[config.mk]
export PLATFORM = sky130hd
export DESIGN_NAME = utf8_cyrillic_to_latin_core_flat
export DESIGN_NICKNAME = d
export VERILOG_FILES = /design/src/rtl/u2l_pkg.sv /design/src/rtl/u2l_in_if.sv /design/src/rtl/u2l_out_if.sv /design/src/rtl/utf8_cyrillic_to_latin_core.sv /design/src/rtl/u2l_front.sv /design/src/rtl/u2l_queue.sv /design/src/rtl/u2l_back.sv /design/src/flat_wrapper.sv
export SDC_FILE = /design/constraint.sdc
export NUM_CORES = 1
export LEC_CHECK = 0
export ABC_AREA = 0
export ABC_CLOCK_PERIOD_IN_PS = 9790
export BUFFER_PORTS_ARGS = -buffer_cell sky130_fd_sc_hd__buf_4
export CORE_MARGIN = 2
export CORE_UTILIZATION = 65
export CTS_CLUSTER_DIAMETER = 150
export DETAILED_ROUTE_END_ITERATION = 12
export PLACE_DENSITY = 0.81
export SLEW_MARGIN = 20
export SYNTH_ARGS = -nofsm -noshare
export SYNTH_HDL_FRONTEND = slang
export SYNTH_HIERARCHICAL = 1
export SYNTH_SLANG_ARGS = --single-unit
export TNS_END_PERCENT = 20
[constraint.sdc]
create_clock -name clk -period 9.79 [get_ports clk]
set_input_delay 0.979 -clock clk [delete_from_list [all_inputs] [get_ports clk]]
set_output_delay 0.979 -clock clk [all_outputs]
set_load 0.01 [all_outputs]
[src/rtl/u2l_pkg.sv]
package u2l_pkg;

  localparam int CHAR_W      = 7;
  localparam int CP_W        = 21;
  localparam int QUEUE_DEPTH = 4;

  // code points of interest
  localparam logic [CP_W-1:0] CP_ASCII_END   = 21'h000080;
  localparam logic [CP_W-1:0] CP_YO_CAP      = 21'h000401;
  localparam logic [CP_W-1:0] CP_YO_SMALL    = 21'h000451;
  localparam logic [CP_W-1:0] CP_CAP_FIRST   = 21'h000410;
  localparam logic [CP_W-1:0] CP_CAP_LAST    = 21'h00042F;
  localparam logic [CP_W-1:0] CP_SMALL_FIRST = 21'h000430;
  localparam logic [CP_W-1:0] CP_SMALL_LAST  = 21'h00044F;

  localparam logic [4:0]        SPELL_BASE = 5'h10;
  localparam logic [CHAR_W-1:0] CASE_DIFF  = 7'h20;
  localparam logic [CHAR_W-1:0] CHAR_E_CAP = 7'h45;
  localparam logic [CHAR_W-1:0] CHAR_E     = 7'h65;

  typedef logic [CHAR_W-1:0] char_t;

  // one run of output characters for one decoded code point, chars[0] goes first
  typedef struct packed {
    logic [1:0]      len;
    char_t [2:0]     chars;
  } run_t;

  // queue head as seen by the back end
  typedef struct packed {
    logic valid;
    run_t run;
  } head_t;

  // latin spelling of one letter, optionally upper case
  function automatic run_t spell(input logic [4:0] idx, input logic up);
    run_t r;
    int   k;
    r = '0;
    case (idx)
      5'd0:  begin r.len = 2'd1; r.chars[0] = 7'h61; end
      5'd1:  begin r.len = 2'd1; r.chars[0] = 7'h62; end
      5'd2:  begin r.len = 2'd1; r.chars[0] = 7'h76; end
      5'd3:  begin r.len = 2'd1; r.chars[0] = 7'h67; end
      5'd4:  begin r.len = 2'd1; r.chars[0] = 7'h64; end
      5'd5:  begin r.len = 2'd1; r.chars[0] = 7'h65; end
      5'd6:  begin r.len = 2'd2; r.chars[0] = 7'h7A; r.chars[1] = 7'h68; end
      5'd7:  begin r.len = 2'd1; r.chars[0] = 7'h7A; end
      5'd8:  begin r.len = 2'd1; r.chars[0] = 7'h69; end
      5'd9:  begin r.len = 2'd1; r.chars[0] = 7'h69; end
      5'd10: begin r.len = 2'd1; r.chars[0] = 7'h6B; end
      5'd11: begin r.len = 2'd1; r.chars[0] = 7'h6C; end
      5'd12: begin r.len = 2'd1; r.chars[0] = 7'h6D; end
      5'd13: begin r.len = 2'd1; r.chars[0] = 7'h6E; end
      5'd14: begin r.len = 2'd1; r.chars[0] = 7'h6F; end
      5'd15: begin r.len = 2'd1; r.chars[0] = 7'h70; end
      5'd16: begin r.len = 2'd1; r.chars[0] = 7'h72; end
      5'd17: begin r.len = 2'd1; r.chars[0] = 7'h73; end
      5'd18: begin r.len = 2'd1; r.chars[0] = 7'h74; end
      5'd19: begin r.len = 2'd1; r.chars[0] = 7'h75; end
      5'd20: begin r.len = 2'd1; r.chars[0] = 7'h66; end
      5'd21: begin r.len = 2'd1; r.chars[0] = 7'h68; end
      5'd22: begin r.len = 2'd1; r.chars[0] = 7'h63; end
      5'd23: begin r.len = 2'd2; r.chars[0] = 7'h63; r.chars[1] = 7'h68; end
      5'd24: begin r.len = 2'd2; r.chars[0] = 7'h73; r.chars[1] = 7'h68; end
      5'd25: begin
        r.len = 2'd3; r.chars[0] = 7'h73; r.chars[1] = 7'h63; r.chars[2] = 7'h68;
      end
      5'd27: begin r.len = 2'd1; r.chars[0] = 7'h79; end
      5'd29: begin r.len = 2'd1; r.chars[0] = 7'h65; end
      5'd30: begin r.len = 2'd2; r.chars[0] = 7'h79; r.chars[1] = 7'h75; end
      5'd31: begin r.len = 2'd2; r.chars[0] = 7'h79; r.chars[1] = 7'h61; end
      // hard and soft signs give nothing
      default: r = '0;
    endcase
    if (up) begin
      for (k = 0; k < 3; k++) begin
        if (2'(k) < r.len) r.chars[k] = r.chars[k] - CASE_DIFF;
      end
    end
    return r;
  endfunction

  // map a complete code point to its output run
  function automatic run_t map_cp(input logic [CP_W-1:0] cp);
    run_t r;
    r = '0;
    if (cp < CP_ASCII_END) begin
      r.len      = 2'd1;
      r.chars[0] = cp[CHAR_W-1:0];
    end else if (cp == CP_YO_CAP) begin
      r.len      = 2'd1;
      r.chars[0] = CHAR_E_CAP;
    end else if (cp == CP_YO_SMALL) begin
      r.len      = 2'd1;
      r.chars[0] = CHAR_E;
    end else if (cp >= CP_CAP_FIRST && cp <= CP_CAP_LAST) begin
      r = spell(5'(cp[4:0] - SPELL_BASE), 1'b1);
    end else if (cp >= CP_SMALL_FIRST && cp <= CP_SMALL_LAST) begin
      r = spell(5'(cp[4:0] - SPELL_BASE), 1'b0);
    end
    return r;
  endfunction

endpackage

[src/rtl/u2l_in_if.sv]
interface u2l_in_if;
  logic       valid;
  logic       ready;
  logic [7:0] in_byte;
  logic       end_of_text;

  modport source (output valid, output in_byte, output end_of_text, input ready);
  modport sink   (input valid, input in_byte, input end_of_text, output ready);
endinterface

[src/rtl/u2l_out_if.sv]
interface u2l_out_if;
  logic       valid;
  logic       ready;
  logic [6:0] out_char;
  logic       last_of_run;

  modport source (output valid, output out_char, output last_of_run, input ready);
  modport sink   (input valid, input out_char, input last_of_run, output ready);
endinterface

[src/rtl/utf8_cyrillic_to_latin_core.sv]
// utf-8 to latin transliterator, one input byte per transaction
// a byte's first char passes the run queue, then the output register
// throughput: 1 byte per cycle in while the queue has room, 1 char per cycle out
//   unless stalled; a run leaves one char at a time, the queue absorbs bursts
// reset: synchronous rst clears decoder state, run queue and output valid
module utf8_cyrillic_to_latin_core
  import u2l_pkg::*;
#(
  parameter int DEPTH = QUEUE_DEPTH
) (
  input  logic      clk,
  input  logic      rst,
  u2l_in_if.sink    text,
  u2l_out_if.source latin
);

  logic  push_valid;
  logic  push_ready;
  run_t  push_run;
  logic  pop;
  head_t head;

  // decode and classify
  u2l_front u_front (
    .clk        (clk),
    .rst        (rst),
    .text       (text),
    .push_ready (push_ready),
    .push_valid (push_valid),
    .push_run   (push_run)
  );

  // run queue between front and back
  u2l_queue #(.DEPTH(DEPTH)) u_queue (
    .clk        (clk),
    .rst        (rst),
    .push_valid (push_valid),
    .push_run   (push_run),
    .push_ready (push_ready),
    .pop        (pop),
    .head       (head)
  );

  // serialize runs into output chars
  u2l_back u_back (
    .clk   (clk),
    .rst   (rst),
    .head  (head),
    .pop   (pop),
    .latin (latin)
  );

endmodule

[src/rtl/u2l_front.sv]
module u2l_front
  import u2l_pkg::*;
(
  input  logic  clk,
  input  logic  rst,
  u2l_in_if.sink text,
  input  logic  push_ready,
  output logic  push_valid,
  output run_t  push_run
);

  logic [1:0]      pending_count, pending_count_next;
  logic [CP_W-1:0] partial_code_point, partial_code_point_next;
  logic [CP_W-1:0] cp_acc;
  logic [CP_W-1:0] cp_emit;
  logic            emit;
  logic            handled;
  logic [7:0]      b;

  assign text.ready = push_ready;
  assign b          = text.in_byte;

  // utf-8 decode step for the current byte
  always_comb begin
    pending_count_next      = pending_count;
    partial_code_point_next = partial_code_point;
    emit                    = 1'b0;
    handled                 = 1'b0;
    cp_acc                  = {partial_code_point[CP_W-7:0], b[5:0]};
    cp_emit                 = {13'b0, b};
    if (pending_count != 2'd0) begin
      if (b[7:6] == 2'b10) begin
        pending_count_next = pending_count - 2'd1;
        handled            = 1'b1;
        if (pending_count == 2'd1) begin
          emit                    = 1'b1;
          cp_emit                 = cp_acc;
          partial_code_point_next = '0;
        end else begin
          partial_code_point_next = cp_acc;
        end
      end else begin
        pending_count_next      = 2'd0;
        partial_code_point_next = '0;
      end
    end
    if (!handled) begin
      if (!b[7]) begin
        emit = 1'b1;
      end else if (b[7:5] == 3'b110) begin
        pending_count_next      = 2'd1;
        partial_code_point_next = {16'b0, b[4:0]};
      end else if (b[7:4] == 4'b1110) begin
        pending_count_next      = 2'd2;
        partial_code_point_next = {17'b0, b[3:0]};
      end else if (b[7:3] == 5'b11110) begin
        pending_count_next      = 2'd3;
        partial_code_point_next = {18'b0, b[2:0]};
      end
    end
    if (text.end_of_text) begin
      pending_count_next      = 2'd0;
      partial_code_point_next = '0;
    end
  end

  // classify the finished code point into an output run
  always_comb begin
    push_run   = map_cp(cp_emit);
    push_valid = text.valid && push_ready && emit && (push_run.len != 2'd0);
  end

  // decoder state
  always_ff @(posedge clk) begin
    if (rst) begin
      pending_count      <= 2'd0;
      partial_code_point <= '0;
    end else if (text.valid && text.ready) begin
      pending_count      <= pending_count_next;
      partial_code_point <= partial_code_point_next;
    end
  end

endmodule

[src/rtl/u2l_queue.sv]
module u2l_queue
  import u2l_pkg::*;
#(
  parameter int DEPTH = QUEUE_DEPTH
) (
  input  logic  clk,
  input  logic  rst,
  input  logic  push_valid,
  input  run_t  push_run,
  output logic  push_ready,
  input  logic  pop,
  output head_t head
);

  localparam int AW = (DEPTH > 1) ? $clog2(DEPTH) : 1;
  localparam int CW = $clog2(DEPTH + 1);

  run_t          mem [DEPTH];
  logic [AW-1:0] wr_ptr, rd_ptr;
  logic [CW-1:0] count;
  logic          do_push, do_pop;

  assign push_ready = (count != CW'(DEPTH));
  assign do_push    = push_valid && push_ready;
  assign do_pop     = pop && (count != '0);
  assign head.valid = (count != '0);
  assign head.run   = mem[rd_ptr];

  // storage
  always_ff @(posedge clk) begin
    if (do_push) mem[wr_ptr] <= push_run;
  end

  // pointers and fill level
  always_ff @(posedge clk) begin
    if (rst) begin
      wr_ptr <= '0;
      rd_ptr <= '0;
      count  <= '0;
    end else begin
      if (do_push) wr_ptr <= (wr_ptr == AW'(DEPTH - 1)) ? '0 : wr_ptr + AW'(1);
      if (do_pop)  rd_ptr <= (rd_ptr == AW'(DEPTH - 1)) ? '0 : rd_ptr + AW'(1);
      if (do_push && !do_pop)      count <= count + CW'(1);
      else if (!do_push && do_pop) count <= count - CW'(1);
    end
  end

endmodule

[src/rtl/u2l_back.sv]
module u2l_back
  import u2l_pkg::*;
(
  input  logic       clk,
  input  logic       rst,
  input  head_t      head,
  output logic       pop,
  u2l_out_if.source  latin
);

  logic       out_valid;
  char_t      out_char;
  logic       last_of_run;
  logic [1:0] idx;
  logic       load;
  logic       is_last;

  assign latin.valid       = out_valid;
  assign latin.out_char    = out_char;
  assign latin.last_of_run = last_of_run;

  // output register takes a new char whenever it is empty or being drained
  always_comb begin
    load    = !out_valid || latin.ready;
    is_last = (idx == head.run.len - 2'd1);
    pop     = load && head.valid && is_last;
  end

  // control
  always_ff @(posedge clk) begin
    if (rst) begin
      out_valid <= 1'b0;
      idx       <= 2'd0;
    end else if (load) begin
      out_valid <= head.valid;
      if (head.valid) idx <= is_last ? 2'd0 : idx + 2'd1;
    end
  end

  // payload
  always_ff @(posedge clk) begin
    if (load && head.valid) begin
      out_char    <= head.run.chars[idx];
      last_of_run <= is_last;
    end
  end

endmodule

[src/flat_wrapper.sv]
// flat-port wrapper written by rule: the top's interface ports become plain ports
module utf8_cyrillic_to_latin_core_flat import u2l_pkg::*;
#(
  parameter int DEPTH = QUEUE_DEPTH
)
  (clk, rst, text_valid, text_in_byte, text_end_of_text, text_ready, latin_valid, latin_out_char, latin_last_of_run, latin_ready);
  u2l_in_if text_i ();
  u2l_out_if latin_i ();
  input  logic clk;
  input  logic rst;
  input wire logic [$bits(text_i.valid)-1:0] text_valid;
  input wire logic [$bits(text_i.in_byte)-1:0] text_in_byte;
  input wire logic [$bits(text_i.end_of_text)-1:0] text_end_of_text;
  output wire logic [$bits(text_i.ready)-1:0] text_ready;
  output wire logic [$bits(latin_i.valid)-1:0] latin_valid;
  output wire logic [$bits(latin_i.out_char)-1:0] latin_out_char;
  output wire logic [$bits(latin_i.last_of_run)-1:0] latin_last_of_run;
  input wire logic [$bits(latin_i.ready)-1:0] latin_ready;
  assign text_i.valid = text_valid;
  assign text_i.in_byte = text_in_byte;
  assign text_i.end_of_text = text_end_of_text;
  assign text_ready = text_i.ready;
  assign latin_valid = latin_i.valid;
  assign latin_out_char = latin_i.out_char;
  assign latin_last_of_run = latin_i.last_of_run;
  assign latin_i.ready = latin_ready;
  utf8_cyrillic_to_latin_core #(.DEPTH(DEPTH)) u_core (.clk(clk), .rst(rst), .text(text_i), .latin(latin_i));
endmodule
Word-level counts from Yosys, hierarchy flattened
Memories as Yosys holds them, arrays and structs flattened. A register that Yosys moved wholly into a read port is not among the register bits.
Index checks and enable logic that the tools add are counted.
Word-level totals
  bits in registers: 41
  RAM bits: 92
  word-level logic and storage cells: 172
  memories kept: 1
Memories
  u_core.u_queue.mem: words 4, bits a word 23, rd ports 1, clocked after Yosys merged registers in 1, wr ports 1, RTL line u2l_queue.sv:18  | run_t mem [DEPTH];
Cells by class
  $add $sub $neg: 11
  order comparisons: 9
  equality and inequality tests: 40
  mux-type cells: 72
  reductions and logical operators: 30
Operator list (number)
  two-way mux 21 bit: 12
  one-hot mux 7 bit (22 select lines): 1
  two-way mux 7 bit: 20
  == test 5 bit, second input constant: 15
  two-way mux 23 bit: 2
  == test 21 x 11 -> 1 bit, second input constant: 2
  greater-or-equal comparator 21 x 11 -> 1 bit, second input constant: 2
  <= comparator 21 x 11 -> 1 bit, second input constant: 2
  two-way mux 14 bit: 3
  == test 5 x 4 -> 1 bit, second input constant: 8
  two-way mux 2 bit: 20
  one-hot mux 7 bit (4 select lines): 1
  OR reduction 24 bit: 1
  < comparator 21 x 8 -> 1 bit, second input constant: 1
  subtractor 7 x 6 -> 7 bit, second input constant: 3
  == test 5 x 3 -> 1 bit, second input constant: 4
  binary-select mux 7 bit (select 2 bit): 1
  logical AND 1 bit: 11
  == test 5 x 2 -> 1 bit, second input constant: 2
  two-way mux 1 bit: 9
  OR reduction 3 bit: 3
  OR reduction 2 bit: 4
  adder 2 x 1 -> 2 bit, second input constant: 3
  == test 2 bit, second input constant: 3
  other kinds (22): 29

Logic depth before layout (Yosys ltp)
  depth after elaboration: 25
  depth in mapped cells: 15
  gate-level depth less buffers: 15

Cells and area by module
Netlist, hierarchy kept.
Modules (own cells, without submodules)
  u2l_queue: times used 1, cells an instance 168, area an instance 3789.9 um^2, seq. area each 2942.8 um^2
  u2l_front: times used 1, cells an instance 237, area an instance 1685.4 um^2, seq. area each 340.3 um^2
  u2l_back: times used 1, cells an instance 57, area an instance 605.6 um^2, seq. area each 300.3 um^2

Worst setup path before layout
No wires, ideal clock.
  kind: in2reg
  start point: input port text_in_byte[7]
  end point: register u_core.u_queue.count[2]
  library setup time: 0.070 ns
  arrival time: 4.303 ns
  required time: 9.720 ns
  slack: 5.416 ns
  stages on the path: 13
  path buffers: 1
  path through: buf_4 a41oi_1 or4_1 a221o_2 a21o_1 a221oi_2 and2_4 ha_1 inv_1 fa_1 xor2_1 or3_2 a21oi_1
On the way
  longest elaborated chain between the ends: 21
  elaborated cells between the ends (all ways): 71
  classes of those cells: add/sub (1); order compare (5); eq/ne (32); mux (20); reduce/logical (13)
RTL lines
  from (decl): RTL line flat_wrapper.sv:12  | input wire logic [$bits(text_i.in_byte)-1:0] text_in_byte;
  == test 2 bit: RTL line u2l_front.sv:32  | if (b[7:6] == 2'b10) begin
  two-way mux 21 bit: RTL line u2l_front.sv:32
  two-way mux 21 bit: RTL line u2l_front.sv:31  | if (pending_count != 2'd0) begin
  subtractor 5 bit: RTL line u2l_pkg.sv:98, u2l_pkg.sv:100
  == test 5 bit (tied with other cells): RTL line u2l_pkg.sv:40  | case (idx)
  OR reduction 24 bit (no source line) / OR reduction 5 bit (equally long branches)
  one-hot mux 2 bit (3 select lines): RTL line u2l_pkg.sv:40
  two-way mux 2 bit: RTL line u2l_pkg.sv:97  | end else if (cp >= CP_CAP_FIRST && cp <= CP_CAP_LAST) begin
  (+7 left out)
  nonzero test 2 bit: RTL line u2l_front.sv:70  | push_valid = text.valid && push_ready && emit && (push_run.len != 2'd0);
  logical AND 1 bit *: RTL line u2l_front.sv:70
  via u_core.push_valid: RTL line utf8_cyrillic_to_latin_core.sv:17  | logic push_valid;
  logical AND 1 bit *: RTL line u2l_queue.sv:24  | assign do_push = push_valid && push_ready;
  via u_core.u_queue.do_push: RTL line u2l_queue.sv:21  | logic do_push, do_pop;
  logical NOT 1 bit: RTL line u2l_queue.sv:44  | else if (!do_push && do_pop) count <= count - CW'(1);
  logical AND 1 bit: RTL line u2l_queue.sv:44
  nonzero test 2 bit (no source line)
  to (signal assigned): RTL line u2l_queue.sv:43  | if (do_push && !do_pop) count <= count + CW'(1);
  to (signal assigned): RTL line u2l_queue.sv:44
  to (decl): RTL line u2l_queue.sv:20  | logic [CW-1:0] count;
The timed path passes the listed nets; every way through them passes the cells marked *. The select of a mux whose other input is x is not followed.
A chain may end at the register's enable or synchronous reset.

Worst setup path after layout
  start point: register u_core.u_front.pending_count[0]
  end point: register u_core.u_queue.count[2]
On the way
  longest elaborated chain between the ends: 20
  elaborated cells between the ends (all ways): 72
  classes of those cells: add/sub (1); order compare (5); eq/ne (32); mux (20); reduce/logical (14)
RTL lines
  from (decl): RTL line u2l_front.sv:12  | logic [1:0] pending_count, pending_count_next;
  from (signal assigned): RTL line u2l_front.sv:79  | pending_count <= pending_count_next;
  nonzero test 2 bit: RTL line u2l_front.sv:31
  two-way mux 21 bit: RTL line u2l_front.sv:31
  subtractor 5 bit: RTL line u2l_pkg.sv:98, u2l_pkg.sv:100
  == test 5 bit (tied with other cells): RTL line u2l_pkg.sv:40
  OR reduction 24 bit (no source line) / OR reduction 5 bit (equally long branches)
  one-hot mux 2 bit (3 select lines): RTL line u2l_pkg.sv:40
  two-way mux 2 bit: RTL line u2l_pkg.sv:97
  two-way mux 2 bit: RTL line u2l_pkg.sv:94  | end else if (cp == CP_YO_SMALL) begin
  (+6 left out)
  nonzero test 2 bit: RTL line u2l_front.sv:70
  logical AND 1 bit *: RTL line u2l_front.sv:70
  via u_core.push_valid: RTL line utf8_cyrillic_to_latin_core.sv:17
  logical AND 1 bit *: RTL line u2l_queue.sv:24
  via u_core.u_queue.do_push: RTL line u2l_queue.sv:21
  logical NOT 1 bit: RTL line u2l_queue.sv:44
  logical AND 1 bit: RTL line u2l_queue.sv:44
  nonzero test 2 bit (no source line)
Marked as above.

==> results_dict.tcl <==
set metrics [dict create \
    whs_ns 0.518 \
    worstMarginPinSlew_ns 0.680 \
    synth.most_common_cell "edfxtp_1" \
    nets 504 \
    drive_above_1_share_pct 21.4 \
    cts.hold.buffers_added 0 \
    dr.pass1.iters 6 \
    start_util_pct 66.4 \
    place.gp.congestion 0.936 \
    tns_ns 0 \
    finalMaxSlewViolations 0 \
    finalWirelength_um 12800 \
    ys.flop_type "edfxtp_1" \
    clk_path_buf_depth 2 \
    fin_skew_ns 0.00812 \
    cp.arrival_ns 5.05 \
    maxSlewHeadroom_pct 54.6 \
    cts_tree "yes" \
    ys_types 76 \
    drtIter0Drc 283 \
    fp.dieW_um 101 \
    clkLatencyLatePin_ns 0.51 \
    post_cts.repair.setup_buffers 0 \
    die_area_mm2 0.0101 \
    grt_first_pass_wirelength_um 20200 \
    synth-edff-count 100 \
    setup_viol 0 \
    rsz0062_at_grt "false" \
    htreeDepth 4 \
    drc_errors 0 \
    areaGrowthSynthToFinish_pct 12.5 \
    seq_area_mm2 0.00358 \
    cts_sinks 129 \
    grt_max_degree 31 \
    ios 23 \
    async_flop_share_pct 0 \
    die_h_um 101 \
    vias 4078 \
    critPathKind "reg2reg" \
    fillers 534 \
    antenna_cells 0 \
    ys_seq_elements 129 \
    netlist_area_mm2 0.00608 \
    ant_nets 0 \
    io_buffers 22 \
    netlist.area_leader.share_pct 49.4 \
    fmax_mhz 217 \
    wl_per_cell_um 21.2 \
    yosysTopAreaCell "edfxtp_1" \
    cp-start-kind "flop" \
    yosys_warnings 6 \
    clkTransAtPathRegs_ns 0.06 \
    cts_resized 0 \
    synth_cells 462 \
    yosysSeqAreaShare_pct 58.9 \
    multiInputGateArea_mm2 0.00228 \
    coreArea_mm2 0.00915 \
    critical_path_required_ns 10.23 \
    overflow 0 \
    ir_worst_vdd_uv 141 \
    row_count 35 \
    synth_area_per_cell_um2 13.2 \
    post-route-min-period_ns 4.61 \
    antenna_found_initial 0 \
    ys_top_cells_by_count "edfxtp_1 (100), nor2_1 (37), nand2_1 (31), dfxtp_1 (29), a21oi_1 (26)" \
    final_hold_viol_count 0 \
    cts_made_buffers 17 \
    dp_hpwl_um 7740 \
    yosys-top-cells-area "edfxtp_1 (49%), dfxtp_1 (9.5%), mux4_2 (8.5%)" \
    cts_root_buffer "clkbuf_8" \
    p_per_area_mw_per_mm2 201 \
    timing.final.crit_share_pct 47.1 \
    status "completed" \
    max_cap_viol_count 0 \
    grt_util_all_layers_pct 26.5 \
    critPathCaptureType "flop" \
    cp_max_fo 9 \
    vias_per_cell 6.77 \
    p_leak_nw 2.32 \
    hp-class "reg2reg" \
    grt_pass1_vias 3971 \
]
==> area by class of cell <==
type | instances | area share [%]
multi-input cells | 288 | 33.4
well taps | 111 | 2.03
inverters | 16 | 0.878
repair buffers | 26 | 2.85
flip-flops and latches | 129 | 52.4
clock inverters | 14 | 2.40
clock buffers | 18 | 6.11
==> logic make-up after synthesis <==
| group | Yosys count | share of synthesized area [%] |
|---|---|---|
| fa+ha+maj | 13 | 2.80 |
| compound gates | 109 | 12.0 |
| mux | 34 | 10.4 |
| buf+inv | 48 | 3.83 |
| flops | 129 | 58.9 |
| other cells | 1 | 0.0617 |
| simple gates | 123 | 11.1 |
| xor+xnor | 5 | 0.844 |
==> worst max-delay path, stage by stage, from the launching register on <==
cell,delay [ns]
dfxtp_1,0.41
inv_1,0.10
ha_1,0.30
inv_2,0.12
a41oi_1,0.32
or4_1,0.62
a221o_2,0.49
a21o_1,0.19
a221oi_2,0.37
and2_4,0.26
ha_1,0.18
inv_1,0.06
fa_1,0.37
xor2_1,0.17
or3_2,0.43
a21oi_1,0.16
==> metal layers <==
metal / routed length, um / up-vias / GRT usage [%]
met1: 5220 / 2012 / 34.7
met3: 878 / 27 / 5.55
li1: - / 1815 / -
met2: 6370 / 224 / 42.8
met4: 304 / 0 / 12.4
met5: 0 / - / 0
==> cells in the final DEF, fill, tap and decap left out, types with 3 or more instances in the layout <==
cell | Yosys | final
a22oi_1 | 14 | 14
nand2_1 | 31 | 31
edfxtp_1 | 100 | 100
nor3_1 | 9 | 9
o32ai_1 | 3 | 3
buf_4 | 8 | 26
dfxtp_1 | 29 | 29
o21ai_0 | 23 | 23
a21oi_1 | 26 | 26
nor2b_1 | 4 | 4
nand2b_1 | 6 | 6
clkinv_2 | 0 | 3
nand3_1 | 5 | 5
conb_1 | 1 | 4
and3_2 | 4 | 4
mux4_2 | 23 | 23
o32a_1 | 3 | 3
o211ai_1 | 3 | 3
clkinv_4 | 0 | 4
inv_1 | 15 | 15
clkbuf_16 | 0 | 16
nor2_1 | 37 | 37
bufinv_16 | 0 | 3
o22ai_1 | 7 | 7
mux2i_1 | 10 | 10
ha_1 | 12 | 12
==> flip-flops by register name, indices dropped and copies added (netlist names), named ones only <==
signal / cells
u_core/u_queue/count: 3
u_core/u_front/pending_count: 2
u_core/u_front/partial_code_point: 15
u_core/u_queue/wr_ptr: 2
u_core/u_back/latin.valid: 1
u_core/u_back/latin.out_char: 7
u_core/u_back/idx: 2
u_core/u_queue/mem: 92
u_core/u_back/latin.last_of_run: 1
u_core/u_queue/rd_ptr: 2
==> report_power, final <==
group,switching (mW),internal (mW),leakage (nW)
Sequential,0.0160,0.610,1.13
Clock,0.230,0.386,0.284
Combinational,0.0774,0.0562,0.903
==> final timing paths <==
path / cells after the start / slack [ns] / start / to
setup / recovery: 15 / 5.18 / u_core/u_front/pending_count[0] / u_core/u_queue/count[2]
setup reg to reg: 15 / 5.18 / u_core/u_front/pending_count[0] / u_core/u_queue/count[2]
hold reg to reg: 2 / 0.52 / u_core/u_queue/rd_ptr[0] / u_core/u_queue/rd_ptr[0]
hold / removal: 2 / 0.52 / u_core/u_queue/rd_ptr[0] / u_core/u_queue/rd_ptr[0]
==> per-stage QoR <==
stage	area, um^2	setup WS [ns]	power [mW]	std cells	util, %
finish	6840	5.18	1.38	602	74.8
global placement	6260	5.22	0.762	570	68.4
floorplan	6090	5.42	0.727	465	-
detailed placement	6260	5.05	0.767	570	68.4
CTS	6840	5.28	1.38	602	74.8
global route	6840	5.01	1.42	602	74.8
(Power assumes the default switching activity.)
